$ cat config.mk
export PLATFORM = sky130hd
export DESIGN_NAME = proximity_dark_light_ratio_alarm
export DESIGN_NICKNAME = d
export VERILOG_FILES = /design/src/hw/rtl/pdlra_pkg.sv /design/src/hw/rtl/pdlra_lane.sv /design/src/hw/rtl/pdlra_merge.sv /design/src/hw/rtl/proximity_dark_light_ratio_alarm.sv
export SDC_FILE = /design/constraint.sdc
export NUM_CORES = 1
export LEC_CHECK = 0
export BUFFER_PORTS_ARGS = -buffer_cell sky130_fd_sc_hd__buf_2
export CAP_MARGIN = 20
export CORE_MARGIN = 2
export CORE_UTILIZATION = 66
export CTS_BUF_LIST = sky130_fd_sc_hd__clkbuf_16
export DETAILED_ROUTE_END_ITERATION = 6
export PLACE_DENSITY = 0.95
export SLEW_MARGIN = 10
export SYNTH_ARGS = -nofsm -noshare
export SYNTH_HDL_FRONTEND = slang
export SYNTH_HIERARCHICAL = 1
export SYNTH_SLANG_ARGS = --single-unit
$ cat constraint.sdc
create_clock -name clk -period 6.9 [get_ports clk]
set_input_delay 1.035 -clock clk [delete_from_list [all_inputs] [get_ports clk]]
set_output_delay 1.035 -clock clk [all_outputs]
set_load 0.01 [all_outputs]
$ cat src/hw/rtl/pdlra_pkg.sv
// Package for the proximity dark/light ratio alarm.
// Holds sizes, the lane control and alarm status structs, and the control
// state type. No dependencies.
package pdlra_pkg;

    localparam int CHANNELS    = 4;
    localparam int SAMPLE_BITS = 12;
    localparam int RATIO_BITS  = 10;

    localparam logic [RATIO_BITS-1:0] RATIO_RESET = RATIO_BITS'(30);

    // Ten times a dark reading, built as (d << 3) + (d << 1).
    localparam int SCALED_BITS = SAMPLE_BITS + 4;
    // Threshold times (light + 1).
    localparam int PROD_BITS   = RATIO_BITS + SAMPLE_BITS + 1;

    typedef logic [SAMPLE_BITS-1:0] sample_t;
    typedef logic [RATIO_BITS-1:0]  ratio_t;
    typedef logic [CHANNELS-1:0]    chan_mask_t;

    typedef struct packed {
        logic capture_dark;
        logic capture_light;
    } lane_ctrl_t;

    typedef struct packed {
        chan_mask_t mask;
        logic       flag;
    } alarm_status_t;

    typedef enum logic [0:0] {
        ST_IDLE,
        ST_RESULT
    } ctl_state_t;

endpackage

$ cat src/hw/rtl/pdlra_lane.sv
// One channel lane of the proximity dark/light ratio alarm.
// Stores the dark reading and tests dark*10/(light+1) < threshold without a
// divider. Depends on pdlra_pkg.
module pdlra_lane (
    input  logic                 clk,
    input  logic                 rst_n,
    input  pdlra_pkg::lane_ctrl_t ctrl,
    input  pdlra_pkg::sample_t   sample,
    input  pdlra_pkg::ratio_t    ratio,
    output logic                 below
);

    pdlra_pkg::sample_t                  dark_reg;
    logic [pdlra_pkg::PROD_BITS-1:0]     prod_reg;
    logic [pdlra_pkg::PROD_BITS-1:0]     prod_next;
    logic [pdlra_pkg::SAMPLE_BITS:0]     divisor;
    logic [pdlra_pkg::SCALED_BITS-1:0]   scaled_dark;

    // For a nonzero divisor, floor(n / d) < r holds exactly when n < r * d.
    assign divisor   = {1'b0, sample} + (pdlra_pkg::SAMPLE_BITS+1)'(1);
    assign prod_next = pdlra_pkg::PROD_BITS'(ratio) * pdlra_pkg::PROD_BITS'(divisor);

    assign scaled_dark = (pdlra_pkg::SCALED_BITS'(dark_reg) << 3)
                       + (pdlra_pkg::SCALED_BITS'(dark_reg) << 1);

    assign below = pdlra_pkg::PROD_BITS'(scaled_dark) < prod_reg;

    always_ff @(posedge clk or negedge rst_n)
    begin
        if (!rst_n)
        begin
            dark_reg <= '0;
        end
        else if (ctrl.capture_dark)
        begin
            dark_reg <= sample;
        end
    end

    always_ff @(posedge clk)
    begin
        if (ctrl.capture_light)
        begin
            prod_reg <= prod_next;
        end
    end

endmodule

$ cat src/hw/rtl/pdlra_merge.sv
// Merging stage of the proximity dark/light ratio alarm.
// Collects the lane decisions into the held alarm mask and flag.
// Depends on pdlra_pkg.
module pdlra_merge (
    input  logic                     clk,
    input  logic                     rst_n,
    input  logic                     update,
    input  pdlra_pkg::chan_mask_t    lane_below,
    output pdlra_pkg::alarm_status_t status_next
);

    pdlra_pkg::chan_mask_t mask_reg;
    pdlra_pkg::chan_mask_t mask_next;
    logic                  flag_reg;
    logic                  flag_next;

    // Dark phases leave the mask and flag as they were.
    assign mask_next = update ? lane_below : mask_reg;
    assign flag_next = update ? (|lane_below) : flag_reg;

    assign status_next.mask = mask_next;
    assign status_next.flag = flag_next;

    always_ff @(posedge clk or negedge rst_n)
    begin
        if (!rst_n)
        begin
            mask_reg <= '0;
            flag_reg <= 1'b0;
        end
        else
        begin
            mask_reg <= mask_next;
            flag_reg <= flag_next;
        end
    end

    a_hold_in_dark: assert property (@(posedge clk) disable iff (!rst_n)
        !update |=> (mask_reg == $past(mask_reg)) && (flag_reg == $past(flag_reg)))
        else $error("alarm state changed without a lit update");

    a_flag_matches_mask: assert property (@(posedge clk) disable iff (!rst_n)
        flag_reg == (mask_reg != '0))
        else $error("alarm flag disagrees with alarm mask");

endmodule

$ cat src/hw/rtl/proximity_dark_light_ratio_alarm.sv
// Top level of the proximity dark/light ratio alarm: control, lanes, merge
// and the result register. Depends on pdlra_pkg, pdlra_lane and pdlra_merge.
//
//   port group      direction  handshake              payload
//   input set       in         in_valid / in_stall    sample_ch0..sample_ch3
//   result          out        out_valid / out_stall  emitter_on, channel_alarms,
//                                                     any_alarm, motor_enable
//   threshold reg   in         alarm_ratio_we         alarm_ratio_wdata
//
// An item passes through both states: the transfer in the idle state stores the dark
// readings or registers the lane products, and the result state then compares and loads
// the result register. A new set is taken once the previous result is loaded. A waiting
// result holds the block in its result state until the register frees. Reset clears the
// dark readings and the merge's held alarm mask and flag, and sets the threshold to 30.
// The emitter and result outputs are not reset.
module proximity_dark_light_ratio_alarm (
    input  logic                       clk,
    input  logic                       rst_n,
    input  logic                       in_valid,
    output logic                       in_stall,
    input  logic [pdlra_pkg::SAMPLE_BITS-1:0] sample_ch0,
    input  logic [pdlra_pkg::SAMPLE_BITS-1:0] sample_ch1,
    input  logic [pdlra_pkg::SAMPLE_BITS-1:0] sample_ch2,
    input  logic [pdlra_pkg::SAMPLE_BITS-1:0] sample_ch3,
    output logic                       out_valid,
    input  logic                       out_stall,
    output logic                       emitter_on,
    output logic [pdlra_pkg::CHANNELS-1:0] channel_alarms,
    output logic                       any_alarm,
    output logic                       motor_enable,
    input  logic                       alarm_ratio_we,
    input  logic [pdlra_pkg::RATIO_BITS-1:0] alarm_ratio_wdata
);

    pdlra_pkg::ctl_state_t    state_reg;
    pdlra_pkg::ctl_state_t    state_next;
    pdlra_pkg::ratio_t        ratio_reg;
    logic                     phase_reg;
    logic                     out_valid_reg;
    logic                     out_valid_next;
    logic                     emitter_on_reg;
    pdlra_pkg::chan_mask_t    channel_alarms_reg;
    logic                     any_alarm_reg;

    logic                     accept;
    logic                     load;
    pdlra_pkg::lane_ctrl_t    lane_ctrl;
    pdlra_pkg::sample_t       samples [pdlra_pkg::CHANNELS];
    pdlra_pkg::chan_mask_t    lane_below;
    pdlra_pkg::alarm_status_t status_next;

    assign samples[0] = sample_ch0;
    assign samples[1] = sample_ch1;
    assign samples[2] = sample_ch2;
    assign samples[3] = sample_ch3;

    // Next state.
    always_comb
    begin
        state_next = state_reg;
        case (state_reg)
            pdlra_pkg::ST_IDLE:
            begin
                if (in_valid)
                begin
                    state_next = pdlra_pkg::ST_RESULT;
                end
            end
            pdlra_pkg::ST_RESULT:
            begin
                if (!out_valid_reg || !out_stall)
                begin
                    state_next = pdlra_pkg::ST_IDLE;
                end
            end
            default:
            begin
                state_next = pdlra_pkg::ST_IDLE;
            end
        endcase
    end

    // State outputs.
    always_comb
    begin
        in_stall = 1'b1;
        load     = 1'b0;
        case (state_reg)
            pdlra_pkg::ST_IDLE:
            begin
                in_stall = 1'b0;
            end
            pdlra_pkg::ST_RESULT:
            begin
                load = !out_valid_reg || !out_stall;
            end
            default:
            begin
                in_stall = 1'b1;
            end
        endcase
    end

    assign accept                  = in_valid && !in_stall;
    assign lane_ctrl.capture_dark  = accept && !phase_reg;
    assign lane_ctrl.capture_light = accept && phase_reg;

    assign out_valid_next = load ? 1'b1 : (out_valid_reg && out_stall);

    for (genvar i = 0; i < pdlra_pkg::CHANNELS; i++)
    begin : g_lane
        pdlra_lane u_lane (
            .clk    (clk),
            .rst_n  (rst_n),
            .ctrl   (lane_ctrl),
            .sample (samples[i]),
            .ratio  (ratio_reg),
            .below  (lane_below[i])
        );
    end

    pdlra_merge u_merge (
        .clk         (clk),
        .rst_n       (rst_n),
        .update      (load && phase_reg),
        .lane_below  (lane_below),
        .status_next (status_next)
    );

    always_ff @(posedge clk or negedge rst_n)
    begin
        if (!rst_n)
        begin
            state_reg     <= pdlra_pkg::ST_IDLE;
            ratio_reg     <= pdlra_pkg::RATIO_RESET;
            phase_reg     <= 1'b0;
            out_valid_reg <= 1'b0;
        end
        else
        begin
            state_reg     <= state_next;
            out_valid_reg <= out_valid_next;
            if (alarm_ratio_we)
            begin
                ratio_reg <= alarm_ratio_wdata;
            end
            if (load)
            begin
                phase_reg <= !phase_reg;
            end
        end
    end

    always_ff @(posedge clk)
    begin
        if (load)
        begin
            emitter_on_reg     <= !phase_reg;
            channel_alarms_reg <= status_next.mask;
            any_alarm_reg      <= status_next.flag;
        end
    end

    assign out_valid      = out_valid_reg;
    assign emitter_on     = emitter_on_reg;
    assign channel_alarms = channel_alarms_reg;
    assign any_alarm      = any_alarm_reg;
    assign motor_enable   = !any_alarm_reg;

    a_accept_to_result: assert property (@(posedge clk) disable iff (!rst_n)
        accept |=> state_reg == pdlra_pkg::ST_RESULT)
        else $error("transfer did not lead to the result cycle");

    a_phase_toggles: assert property (@(posedge clk) disable iff (!rst_n)
        load |=> (phase_reg != $past(phase_reg)) && out_valid_reg)
        else $error("result load did not toggle the emitter phase");

    a_emitter_matches_phase: assert property (@(posedge clk) disable iff (!rst_n)
        out_valid_reg && state_reg == pdlra_pkg::ST_IDLE |-> emitter_on_reg == phase_reg)
        else $error("reported emitter state differs from the phase");

    a_alarm_consistent: assert property (@(posedge clk) disable iff (!rst_n)
        out_valid_reg |-> any_alarm_reg == (channel_alarms_reg != '0))
        else $error("overall alarm disagrees with channel alarms");

endmodule
# --- Word-level counts from Yosys, hierarchy flattened ---
# Cells that the tools add are included.
op_classes:
  add_sub_neg: 8
  n_mul: 4
  n_div: 0
  order_cmp: 4
  n_eq_ne: 0
  shifts: 0
  mux: 8
  n_bitwise: 1
  n_reduce_logical: 11
ops:
  columns: ["op", "count"]
  rows:
  - ["16-bit by 23-bit < comparator with 1-bit output", 4]
  - ["10-bit by 13-bit multiplier with 23-bit output", 4]
  - ["15-bit by 13-bit adder with 16-bit output", 4]
  - ["12-bit by 1-bit adder with 13-bit output (second input constant)", 4]
  - ["1-bit 2-to-1 mux", 6]
  - ["1-bit logical AND", 5]
  - ["1-bit zero test", 4]
  - ["4-bit 2-to-1 mux", 1]
  - ["4-bit OR reduction", 1]
  - ["1-bit one-hot mux with 2 select lines", 1]
  - ["1-bit logical OR", 1]
  - ["1-bit inverter", 1]
totals:
  regBits: 164
  latchBits: 0
  ramBits: 0
  mem_bits_ro: 0
  output_inout_bits: 9
  elab_cells: 53
  mem_count: 0

# --- Longest topological paths before layout ---
# Gate-level depths: netlist (run 1).
logic_depth:
  depth_word: 5
  depth_mapped: 23
  mapped_depth_nobuf: 23

# --- Hierarchy ---
# Netlist (run 1), hierarchy kept.
modules_own_cells:
  columns: ["module", "n_inst", "cells_each", "area_each_um2"]
  rows:
  - ["pdlra_lane (g_lane[0].u_lane ...)", 2, 660, 6462.4]
  - ["pdlra_lane (g_lane[3].u_lane)", 1, 655, 6449.9]
  - ["pdlra_lane (g_lane[2].u_lane)", 1, 655, 6391.1]
  - ["proximity_dark_light_ratio_alarm", 1, 41, 743.2]
  - ["pdlra_merge", 1, 13, 192.7]

# --- Worst setup path before layout (run 1) ---
# Ideal clock, no wire load.
synth_path:
  path_type: "in2reg"
  from: "in sample_ch0[4] (netlist name)"
  to: "reg g_lane[0].u_lane/prod_reg[20] (netlist name) (data pin)"
  setup_ps: 256
  arrival_time_ps: 6085
  path_slack_ps: 559
  cell_stages: 22
  n_path_buf: 0
  cell_sequence: "and3_1 and2_2 nand2_1 xnor2_1 nand2_1 fa_1 inv_1 fa_1 inv_1 fa_1 inv_1 fa_1 inv_1 fa_1 inv_1 ha_1 o21a_1 o21ai_1 a21oi_2 a21bo_1 a311o_1 and4_1"
synth_via:
  elab_chain_cells: 2
synth_lines:
  columns: ["item", "line_no", "rtl"]
  rows:
  - ["start: declaration", "proximity_dark_light_ratio_alarm.sv:21", "input logic [pdlra_pkg::SAMPLE_BITS-1:0] sample_ch0,"]
  - ["12-bit by 1-bit adder with 13-bit output", "pdlra_lane.sv:20", "assign divisor = {1'b0, sample} + (pdlra_pkg::SAMPLE_BITS+1)'(1);"]
  - ["10-bit by 13-bit multiplier with 23-bit output", "pdlra_lane.sv:21", "assign prod_next = pdlra_pkg::PROD_BITS'(ratio) * pdlra_pkg::PROD_BITS'(divisor);"]
  - ["via g_lane[0].u_lane.prod_next, one bit", "pdlra_lane.sv:15", "logic [pdlra_pkg::PROD_BITS-1:0] prod_next;"]
  - ["end signal: assignment", "pdlra_lane.sv:44", "prod_reg <= prod_next;"]
  - ["end: declaration", "pdlra_lane.sv:14", "logic [pdlra_pkg::PROD_BITS-1:0] prod_reg;"]
# The timed path passes the listed nets, and every way through them passes these cells.
# A chain may end at the register's enable or synchronous reset.

# --- Worst setup path after layout (run 1) ---
layout_path:
  from: "in sample_ch1[2] (netlist name)"
  to: "reg g_lane[1].u_lane/prod_reg[17] (netlist name) (data pin)"
layout_via:
  elab_chain_cells: 2
layout_lines:
  columns: ["item", "line_no", "rtl"]
  rows:
  - ["start: declaration", "proximity_dark_light_ratio_alarm.sv:22", "input logic [pdlra_pkg::SAMPLE_BITS-1:0] sample_ch1,"]
  - ["12-bit by 1-bit adder with 13-bit output", "pdlra_lane.sv:20", null]
  - ["10-bit by 13-bit multiplier with 23-bit output", "pdlra_lane.sv:21", null]
  - ["via g_lane[1].u_lane.prod_next, one bit", "pdlra_lane.sv:15", null]
  - ["end signal: assignment", "pdlra_lane.sv:44", null]
  - ["end: declaration", "pdlra_lane.sv:14", null]
# The timed path passes the listed nets, and every way through them passes these cells.

==> metrics.yaml, run 1 <==
floorplan:
  floorplan.initialDensity_pct: 67.1
  pin_count: 72
  die-height_um: 205
  core_um2: 39800
  dieWidth_um: 205
  die_area_um2: 42100
  fp-row-count: 73
cts:
  h-tree-depth: 4
  cts_tree: "done"
  cts_hold_buf: 0
  root_buffer: "clkbuf_16"
  ctsResizeCount: 0
  clock-sinks: 164
  cts.clk_slew.worst_paths_ps: 70
  cts_setup_buffers: 0
  cts_buffer_depth: 2
  insertion_delay_ps: 510
  cts_buffers: 17
routing:
  via_per_inst: 6.28
  drt-met1-wl_um: 23900
  drt_pass1_iterations: 5
  met2_length_um: 33900
  top_layer_used: "met5"
  wl_per_cell_um: 20.3
  route.vias.total: 20800
  met3WireLength_um: 5430
  drc_errors: 0
  drt_iter0_drc: 1495
  ant_nets: 0
  routed_wl_um: 67200
layout:
  area_growth_pct: 7.00
  largest_reg_flops: 92
  final_nets: 3522
  regArea_um2: 4600
  antenna_cells: 0
  fillerInstances: 2556
  multi_input_area_um2: 20600
  finalNonFillerCells: 3309
  drive_gt1_share_pct: 10.6
  utilization_pct: 71.7
  layout_common_cells: "inv_1, fa_1, ha_1, and2_1, nand2_1"
timing:
  setup_ws_ps: 227
  slew_headroom_pct: 23.3
  max_freq_ghz: 0.150
  fin_crit_sh_pct: 96.7
  slew_viol_final: 0
  period_needed_ps: 6670
  rsz0062_at_grt: "false"
  setup_viol: 0
  worst_clock_skew_ps: 20.8
  finalHoldWorstSlack_ps: 449
  hold_viol_final: 0
  worst_slew_pin_slew_ps: 1150
global_routing:
  grt_pass1_wl_um: 112000
  grt_pass1_vias: 23300
  grt_remaining_overflow: 0
  grt_max_degree: 67
  antenna_found_initial: 1
  track_usage_pct: 33.9
synthesis:
  synth_top_flop_cell: "edfxtp_1"
  syn-cell-area_um2: 26700
  syn_nets: 3435
  synth_seq_cells: 164
  synth.distinct_cells: 83
  avgSynthCellArea_um2: 9.95
  ys_seq_area_share_pct: 17.2
  synthCells: 2684
  ys_warn_count: 6
  async_reset_ff_share_pct: 40.2
  synth_edf_count: 98
worst_setup_path:
  path_max_fanout: 10
  critPathTopFamily: "adder cells"
  arrival_ps: 6910
  slowest_delay_ps: 540
  worstPathCellList: "buf_2, and3_1, and2_2, and3_4, nand2_2, xnor2_4, nand2_1, fa_1, inv_1, fa_1, inv_1, fa_1, inv_1, fa_1, inv_1, fa_1, inv_1, ha_1, a211oi_1, nor2_1, o41ai_2, o21ai_1, a31oi_1, xnor2_1"
  cp-endpoint: "g_lane[1].u_lane/prod_reg[17]$_DFFE_PP_"
  reg2reg_slack_ps: 800
  cp-startpoint: "sample_ch1[2]"
  rr_worst_depth: 19
  path_depth: 24
  cp_slowest_cell: "fa_1"
  cp-start-kind: "input port"
  critical_path_class: "in -> reg"
  r2r-end: "g_lane[2].u_lane/prod_reg[17]$_DFFE_PP_"
  reg2reg_from: "ratio_reg[3]$_DFFE_PN1P_"
  worstPathRequired_ps: 7140
  cp-end-kind: "register"
  path_buf_inv: 6
placement:
  gp_congestion: 0.942
  dp.cells: 3275
  dp_hpwl_um: 51700
  io_buffers: 71
  place_ws_ps: -170
worst_hold_path:
  hp-class: "in -> async"
flow_run:
  cap_violations: 0
outcome:
  status: "completed"
worst min-delay path by stage:
| stage | slack [ps] | startpoint | cells past startpoint | to |
|---|---|---|---|---|
| floorplan | 470 | u_merge/mask_reg[0]$_DFF_PN0_ | 1 | u_merge/mask_reg[0]$_DFF_PN0_ |
| global placement | 480 | u_merge/mask_reg[0]$_DFF_PN0_ | 1 | u_merge/mask_reg[0]$_DFF_PN0_ |
| detailed placement | 490 | u_merge/mask_reg[2]$_DFF_PN0_ | 1 | u_merge/mask_reg[2]$_DFF_PN0_ |
| CTS | 500 | u_merge/mask_reg[2]$_DFF_PN0_ | 1 | u_merge/mask_reg[2]$_DFF_PN0_ |
| global route | 460 | rst_n | 1 | ratio_reg[6]$_DFFE_PN0P_ |
| finish | 450 | rst_n | 1 | g_lane[0].u_lane/dark_reg[6]$_DFFE_PN0P_ |
kinds of logic (layout without fill, tap and decap cells):
kind of cell    after synthesis  after routing  synth area share, %
mux                          64             64                 2.84
simple gates                830            830                 16.7
xor+xnor                    152            152                 5.84
flops                       164            164                 17.2
compound gates              379            379                 9.58
fa+ha+maj                   688            688                 42.0
buf+inv                     407            507                 5.82
metal layers:
metal	GRT usage [%]	vias to the layer above
met3	8.24	326
met5	0	-
met1	37.2	10300
met2	59.3	1053
li1	-	9096
met4	20.2	2
synthesized netlist by cell type (54+ instances only):
cell type  count  area [um^2]
ha_1         340         4250
and2_1       290         1810
nor2_1        65          244
edfxtp_1      98         2940
xnor2_1       86          753
mux2_2        54          608
a21oi_1      107          536
fa_1         348         6970
nand2_1      260          976
dfrtp_1       62         1550
o21ai_0       62          310
inv_1        346         1300
cell type report:
class,count,area share [%]
Sequential cell,164,16.1
Clock buffer,17,1.49
Multi-Input combinational cell,2113,72.0
Timing Repair Buffer,129,2.84
Tap cell,525,2.30
Clock inverter,15,0.749
Inverter,346,4.55
metrics by stage:
stage          setup TNS (ps)  instance area (um^2)
3_5_place_dp             -294                 27900
3_3_place_gp                0                 27900
6_report                    0                 28600
4_1_cts                     0                 28500
2_1_floorplan               0                 26700
5_1_grt                     0                 28600
Power of run 1 is left out: the tool's default activity adds up to more than one toggle a clock period on the data nets, which glitch-free logic cannot reach.
==> run 2: changes to the inputs <==
Settings changed: ABC_AREA set to 1, PLACE_DENSITY 0.95 to 0.84.
==> run 2 against run 1 <==
Global-route usage shrank 0.62 points. Design area grew 3.4%. Die area grew 4.4%. Area after synthesis grew 4.5%. Clock skew shrank 6.6 ps.
==> metrics.yaml, run 2 <==
layout:
  layout_commonest_cell: "nand2_1"
  fillerInstances: 3310
  fin_area_um2: 29500
  area_growth_pct: 5.86
  largest_reg_flops: 92
  layout_common_cells: "nand2_1, inv_1, nor2_1, fa_1, ha_1"
  final_nets: 4440
  drive_gt1_share_pct: 6.16
  antenna_cells: 0
global_routing:
  grt_remaining_overflow: 0
  antenna_found_initial: 0
  grt_pass1_wl_um: 117000
  track_usage_pct: 33.2
  grt_max_degree: 51
  grt_pass1_vias: 24600
routing:
  routed_wl_um: 68600
  route.vias.total: 23600
  drt_iter0_drc: 2201
  drt_pass1_iterations: 6
  drc_errors: 0
  wl_per_cell_um: 16.2
  via_per_inst: 5.57
  ant_nets: 0
synthesis:
  ys_warn_count: 6
  synth_edf_count: 98
  synth.distinct_cells: 47
  syn-cell-area_um2: 27900
  async_reset_ff_share_pct: 40.2
  synth_area_leaders: "fa_1, ha_1, nand2_1"
  synth_top_cell_area_share_pct: 25.0
  synth_seq_cells: 164
  yosysTopAreaCell: "fa_1"
  synth_top_flop_cell: "edfxtp_1"
  synth_most_common_cell: "nand2_1"
  ys_top_cells_by_count: "nand2_1, inv_1, nor2_1"
  ys_seq_area_share_pct: 16.5
  avgSynthCellArea_um2: 7.72
  syn_nets: 4367
  synthCells: 3616
timing:
  worst_clock_skew_ps: 14.3
  finalHoldWorstSlack_ps: 432
  fin_crit_sh_pct: 89.7
  rsz0062_at_grt: "false"
  worst_slew_pin_slew_ps: 1050
  slew_viol_final: 0
  setup_viol: 0
  slew_headroom_pct: 30.3
  max_freq_ghz: 0.162
  tns_ps: 0
  period_needed_ps: 6190
  hold_viol_final: 0
floorplan:
  dieWidth_um: 210
  core_um2: 41900
  die-height_um: 210
  die_area_um2: 43900
  floorplan.initialDensity_pct: 66.7
  pin_count: 72
  fp-row-count: 75
worst_setup_path:
  path_max_fanout: 13
  slowest_delay_ps: 570
  r2r-end: "g_lane[1].u_lane/prod_reg[20]$_DFFE_PP_"
  worstPathRequired_ps: 7140
  critical_path_class: "in -> reg"
  reg2reg_from: "ratio_reg[6]$_DFFE_PN0P_"
  critPathTopFamily: "adder cells"
  cp-startpoint: "sample_ch1[0]"
  cp_slowest_cell: "fa_1"
  arrival_ps: 6430
  worstPathCellList: "buf_2, ha_1, nand2_1, o21ai_0, nand2_1, inv_1, nand2_1, fa_1, inv_1, fa_1, fa_1, fa_1, inv_1, fa_1, inv_1, ha_1, nand2_1, inv_1, a21oi_1, nand3_1, nand2_1, nand2_1, nand2_1, nand2_1"
  rr_worst_depth: 18
  cp-end-kind: "register"
  path_common_cell: "nand2_1"
  reg2reg_slack_ps: 940
  path_buf_inv: 6
  cp-start-kind: "input port"
power_and_ir_drop:
  powerDensity_nw_per_um2: 502
  p_leak_nw: 16.5
  total_power_w: 0.0148
  ir_worst_vdd_v: 0.000301
cts:
  cts_setup_buffers: 0
  cts_buffer_depth: 2
  clock-sinks: 164
  cts_tree: "done"
  cts.clk_slew.worst_paths_ps: 70
  ctsResizeCount: 0
  h-tree-depth: 4
  cts_hold_buf: 0
  insertion_delay_ps: 480
  cts_buffers: 17
  root_buffer: "clkbuf_16"
placement:
  io_buffers: 71
  dp_hpwl_um: 55600
  postPlaceCellArea_um2: 28900
  gp_congestion: 0.975
outcome:
  status: "completed"
worst_hold_path:
  hp-class: "in -> async"
flow_run:
  cap_violations: 0
[run 2: how the worst max path moves through the flow]
stage / endpoint / slack [ps] / depth (start not counted)
3_5_place_dp: g_lane[3].u_lane/prod_reg[20]$_DFFE_PP_ / 400 / 23
6_report: g_lane[1].u_lane/prod_reg[19]$_DFFE_PP_ / 710 / 24
5_1_grt: g_lane[3].u_lane/prod_reg[20]$_DFFE_PP_ / 420 / 25
4_1_cts: g_lane[1].u_lane/prod_reg[19]$_DFFE_PP_ / 830 / 24
2_1_floorplan: g_lane[1].u_lane/prod_reg[20]$_DFFE_PP_ / 1170 / 22
3_3_place_gp: g_lane[0].u_lane/prod_reg[21]$_DFFE_PP_ / 430 / 23
[run 2: final cells by class]
type | instances | area [um^2] | share of cell area, %
Clock inverter | 15 | 183 | 0.619
Sequential cell | 164 | 4600 | 15.6
Tap cell | 539 | 674 | 2.28
Clock buffer | 17 | 425 | 1.44
Inverter | 723 | 2720 | 9.21
Multi-Input combinational cell | 2691 | 20400 | 69.1
Timing Repair Buffer | 92 | 515 | 1.75
[run 2: cells by family after synthesis]
| logic type | count (synthesis) | synth area share [%] |
|---|---|---|
| and+or+nand+nor | 1687 | 25.1 |
| buffers and inverters | 761 | 10.4 |
| adders and majority gates | 688 | 40.2 |
| AOI/OAI and AO/OA | 221 | 4.53 |
| DFF | 164 | 16.5 |
| xor gates and xnor gates | 82 | 2.75 |
| muxes | 13 | 0.525 |
[run 2: routing by layer]
metal | up-vias | GRT usage, % | routed length [um]
met5 | - | 0 | 0
met4 | 0 | 14.9 | 2730
met3 | 214 | 6.70 | 5520
met2 | 1041 | 55.6 | 32500
met1 | 11100 | 41.9 | 27800
li1 | 11300 | - | -
[run 2: power by group]
group	total [W]	switching, W	internal (W)
Sequential	0.00207	0.000278	0.00179
Clock	0.00102	0.000449	0.000571
Combinational	0.0117	0.00734	0.00438
[run 2: metrics by stage]
step	setup slack, ps	cells	utilization, %
final	709	4241	70.6
after global routing	423	4241	70.6
after CTS	834	4241	70.6
after detailed placement	401	4209	69.1
after global placement	428	4209	69.1
after floorplan	1170	3616	-
Note: power is estimated with default switching activity, not from simulation.
